$ cat src/design/sem_pkg.sv
`timescale 1ns / 1ps
// ----------------------------------------------------------------------------
// sem_pkg
// Shared types and constants for the RGB Sobel edge magnitude block.
// ----------------------------------------------------------------------------
package sem_pkg;

  localparam int MAX_WIDTH_DEF = 1024;

  localparam int PIX_W     = 8;      // one color component
  localparam int NCH       = 3;      // red, green, blue
  localparam int IW_W      = 11;     // image_width register
  localparam int IH_W      = 13;     // image_height register
  localparam int CFG_IDX_W = 2;
  localparam int CFG_W     = 13;

  localparam logic [IW_W-1:0] WIDTH_RST  = 11'd640;
  localparam logic [IH_W-1:0] HEIGHT_RST = 13'd480;

  localparam int GRAD_W = 11;        // signed gradient, |g| <= 1020
  localparam int SQ_W   = 20;        // g*g
  localparam int N_W    = 21;        // gx*gx + gy*gy
  localparam int ROOT_W = 12;        // floor root bits

  localparam logic [PIX_W-1:0] SAT_MAX = 8'd255;

  typedef enum logic [CFG_IDX_W-1:0] {
    REG_WIDTH  = 2'd0,
    REG_HEIGHT = 2'd1
  } cfg_reg_t;

  typedef logic [NCH-1:0][PIX_W-1:0] pix_t;

  typedef struct packed {
    logic capture;     // latch pixel, start line store read
    logic advance;     // shift window, write line store, step input counters
    logic grad;        // register Gx/Gy
    logic square;      // register Gx^2+Gy^2
    logic root_start;
    logic root_step;
    logic load_out;    // load result register, step result counters
  } dp_cmd_t;

  typedef struct packed {
    logic emit;
    logic root_done;
  } dp_status_t;

endpackage

$ cat src/design/sem_ctrl.sv
`timescale 1ns / 1ps
// ----------------------------------------------------------------------------
// sem_ctrl
// Sequencer: per pixel read, window update, gradient, square, root, output.
// ----------------------------------------------------------------------------
module sem_ctrl
  import sem_pkg::*;
(
  input  logic       clk,
  input  logic       rst,
  input  logic       s_tvalid,
  output logic       s_tready,
  output logic       m_tvalid,
  input  logic       m_tready,
  output dp_cmd_t    cmd,
  input  dp_status_t status
);

  typedef enum logic [2:0] {
    S_IDLE, S_READ, S_GRAD, S_SQ, S_ROOT, S_DONE
  } state_t;

  state_t state, state_next;
  logic   out_valid;
  logic   out_free;

  assign out_free = !out_valid || m_tready;
  assign s_tready = (state == S_IDLE);
  assign m_tvalid = out_valid;

  always_comb begin
    cmd        = '0;
    state_next = state;
    case (state)
      S_IDLE: begin
        if (s_tvalid) begin
          cmd.capture = 1'b1;
          state_next  = S_READ;
        end
      end
      S_READ: begin
        cmd.advance = 1'b1;
        state_next  = status.emit ? S_GRAD : S_IDLE;
      end
      S_GRAD: begin
        cmd.grad   = 1'b1;
        state_next = S_SQ;
      end
      S_SQ: begin
        cmd.square     = 1'b1;
        cmd.root_start = 1'b1;
        state_next     = S_ROOT;
      end
      S_ROOT: begin
        if (status.root_done) begin
          state_next = S_DONE;
        end else begin
          cmd.root_step = 1'b1;
        end
      end
      S_DONE: begin
        if (out_free) begin
          cmd.load_out = 1'b1;
          state_next   = S_IDLE;
        end
      end
      default: state_next = S_IDLE;
    endcase
  end

  always_ff @(posedge clk) begin
    if (rst) begin
      state     <= S_IDLE;
      out_valid <= 1'b0;
    end else begin
      state <= state_next;
      if (cmd.load_out) begin
        out_valid <= 1'b1;
      end else if (m_tready) begin
        out_valid <= 1'b0;
      end
    end
  end

`ifndef SYNTHESIS
  a_accept_then_advance: assert property (@(posedge clk) disable iff (rst)
    (s_tvalid && s_tready) |=> cmd.advance)
    else $error("transfer not followed by window update");

  a_no_overwrite: assert property (@(posedge clk) disable iff (rst)
    cmd.load_out |-> (!out_valid || m_tready))
    else $error("result register overwritten while held");

  a_step_until_done: assert property (@(posedge clk) disable iff (rst)
    cmd.root_step |-> !status.root_done)
    else $error("root step after completion");

  a_busy_while_computing: assert property (@(posedge clk) disable iff (rst)
    (cmd.grad || cmd.square || cmd.root_step) |-> !s_tready)
    else $error("input ready while computing");
`endif

endmodule

$ cat config.mk
export PLATFORM = sky130hd
export DESIGN_NAME = sem_ctrl
export DESIGN_NICKNAME = d
export VERILOG_FILES = /design/src/design/sem_pkg.sv /design/src/design/sem_ctrl.sv
export SDC_FILE = /design/constraint.sdc
export NUM_CORES = 1
export LEC_CHECK = 0
export ABC_CLOCK_PERIOD_IN_PS = 1660
export BUFFER_PORTS_ARGS = -buffer_cell sky130_fd_sc_hd__clkbuf_2
export CORE_AREA = 4 4 41 43
export CTS_BUF_LIST = sky130_fd_sc_hd__clkbuf_16
export CTS_CLUSTER_SIZE = 16
export DETAILED_ROUTE_END_ITERATION = 12
export DIE_AREA = 0 0 45 47
export PLACE_DENSITY_LB_ADDON = 0.12
export SLEW_MARGIN = 20
export SYNTH_ARGS = -nofsm -noshare
export SYNTH_HDL_FRONTEND = slang
export SYNTH_SLANG_ARGS = --single-unit
$ cat constraint.sdc
create_clock -name clk -period 1.66 [get_ports clk]
set_input_delay 0.083 -clock clk [delete_from_list [all_inputs] [get_ports clk]]
set_output_delay 0.083 -clock clk [all_outputs]
set_load 0.03 [all_outputs]
==> impl_metrics.env <==
export IMPL_finalHoldViolCount=0
export IMPL_cts_setup_buffers=0
export IMPL_critPathTopFamily="flip-flops"
export IMPL_synth_top_area_share_pct=32.3
export IMPL_drt_total_wl_um=605
export IMPL_tns_ns=0
export IMPL_clock_latency_ns=0.22
export IMPL_slew_headroom_pct=71.8
export IMPL_synthCells=28
export IMPL_crit_slowest_cell="dfxtp_1"
export IMPL_cts_path_max_buffers=2
export IMPL_tightest_slew_ns=0.422
export IMPL_path_cells="nand2_1 > nor2_1 > clkbuf_2"
export IMPL_cp_data_required_time_ns=1.58
export IMPL_r2r_end="state[0]"
export IMPL_start_util_pct=19.0
export IMPL_fin_crit_ns=1.36
export IMPL_num_io_pins=15
export IMPL_finalPower_uw=549
export IMPL_r2r_setup_slack_ns=0.51
export IMPL_grt_max_degree=12
export IMPL_fin_util_pct=30.2
export IMPL_power_density_nw_per_um2=1400
export IMPL_peakVddDrop_uv=686
export IMPL_synthArstFlopShare_pct=0
export IMPL_ys_ff_latch=4
export IMPL_n_antenna_cell=0
export IMPL_syn_area_um2=248
export IMPL_post_cts_resized=0
export IMPL_ys_warn_count=0
export IMPL_cts_buffers=3
export IMPL_clk_pin_slew_ns=0.03
export IMPL_fp_row_count=13
export IMPL_status="completed"
export IMPL_busiest_layer="met2"
export IMPL_route_antenna_remaining_nets=0
export IMPL_ys_seq_area_share_pct=32.3
export IMPL_crit_end="cmd[3]"
export IMPL_grt_util_met1_pct=6.12
export IMPL_finalMaxSlewViolations=0
export IMPL_criticalPathCategory="flop to output pin"
export IMPL_synth_distinct_cells=19
export IMPL_endpoint_kind="output pin"
export IMPL_routedWlPerCell_um=10.6
export IMPL_avgSynthCellArea_um2=8.85
export IMPL_grt_use_met2_pct=8.76
export IMPL_hold_path_class="primary input to flop"
export IMPL_fin_crit_sh_pct=82.1
export IMPL_grtUsageMet3_pct=6.51
export IMPL_area_sequential_um2=80.1
export IMPL_drtIter0Drc=0
export IMPL_r2r_start="state[1]"
export IMPL_syn_nets=34
export IMPL_grt_pass1_wl_um=869
export IMPL_gp_congestion=0.734
export IMPL_drive_above_1_share_pct=52.4
export IMPL_fp_dieW_um=45
export IMPL_critPathLaunch="state[0]"
export IMPL_nFillCells=154
export IMPL_synth_edf_count=0
export IMPL_die_area_um2=2120
export IMPL_cp_num_buf_inv=1
export IMPL_design_core_area_um2=1300
export IMPL_port_buffers=14
export IMPL_crit_fanout=11
export IMPL_tritoncts="yes"
export IMPL_cpPeakStageDelay_ns=0.57
export IMPL_yosysTopAreaCell="dfxtp_1"
export IMPL_grt_total_usage_pct=6.87
export IMPL_reg2regPathDepth=3
export IMPL_synth_most_common_cell="dfxtp_1"
export IMPL_setup_violations_final=0
export IMPL_p_leak_nw=0.180
export IMPL_area_delta_synth_final_pct=58.6
export IMPL_clock_tree_htree_level_count=1
export IMPL_cts_sinks=4
export IMPL_antenna_found_initial=0
export IMPL_yosys_top_cells_area="dfxtp_1 (32%), a2111oi_2 (6.1%), nor3b_1 (6.1%)"
export IMPL_worstHoldStart="rst"
export IMPL_grt_pass1_vias=211
export IMPL_start_kind="flop"
export IMPL_critPathArrivalTime_ns=1.28
export IMPL_die_h_um=47
export IMPL_fin_worst_skew_ns=0.000783
export IMPL_path_depth=3
export IMPL_root_buffer="clkbuf_16"
export IMPL_multi_input_area_um2=149
export IMPL_drc_errors=0
export IMPL_vias=241
export IMPL_rsz0062_at_grt="no"
export IMPL_nets=50
export IMPL_grt_overflow_total=0
export IMPL_drt_first_pass_iters=1
export IMPL_max_freq_ghz=0.734
export IMPL_synth_flop_cell="dfxtp_1"
export IMPL_ctsHoldBuffers=0
export IMPL_maxCapViolCount=0
export IMPL_vias_per_cell=4.23
[where the power goes]
part | switching (mW) | internal [mW]
logic | 0.0377 | 0.0265
clock network | 0.0648 | 0.307
registers | 0.0118 | 0.101
[stage by stage]
step	setup slack (ns)	instance area [um2]	hold WS (ns)	instances
detailed placement	0.510	318	0.309	54
global route	0.196	393	0.113	57
CTS	0.290	393	0.0772	57
floorplan	0.274	253	0.152	28
finish	0.297	393	0.0797	57
global placement	0.520	318	0.313	54
[cells in the final DEF, fill, tap and decap left out]
master,count
clkbuf_2,14
dfxtp_1,4
clkbuf_16,3
nand2b_1,2
nor3b_1,2
nor3_2,2
nand2_1,2
nor2_1,2
a21oi_1,2
nor2b_1,1
and3_1,1
and2_1,1
and2b_2,1
mux2i_1,1
nor3_1,1
o31a_1,1
a2111oi_2,1
o21ba_2,1
[layout make-up]
class	instances	area share, %
timing repair buffer	14	17.8
multi-input combinational	21	37.9
tap	15	4.78
sequential	4	20.4
clock buffer	3	19.1
[how the worst min path moves through the flow]
stage | to | cells after the start
floorplan | state[0] | 1
CTS | state[0] | 2
global placement | state[0] | 2
global route | state[0] | 2
detailed placement | state[0] | 2
finish | state[0] | 2
[logic make-up (layout without fill, tap and decap cells)]
logic type             after synthesis  after routing  synth area share [%]
AND/OR/NAND/NOR                     15             15                  36.4
AO/OA/AOI/OAI                        5              5                  17.7
flip-flops                           4              4                  32.3
buffers and inverters                3             17                  9.59
multiplexers                         1              1                  4.04
[routing by layer]
layer	share of wire, %	vias to the layer above
li1	-	128
met4	1.3	0
met3	10	2
met1	44	102
met5	0	-
met2	44	9
[flip-flops by register name, summed over array words and instances (netlist names)]
register,cells
m_tvalid,1
state,3
Note: power is estimated with default switching activity, not from simulation.
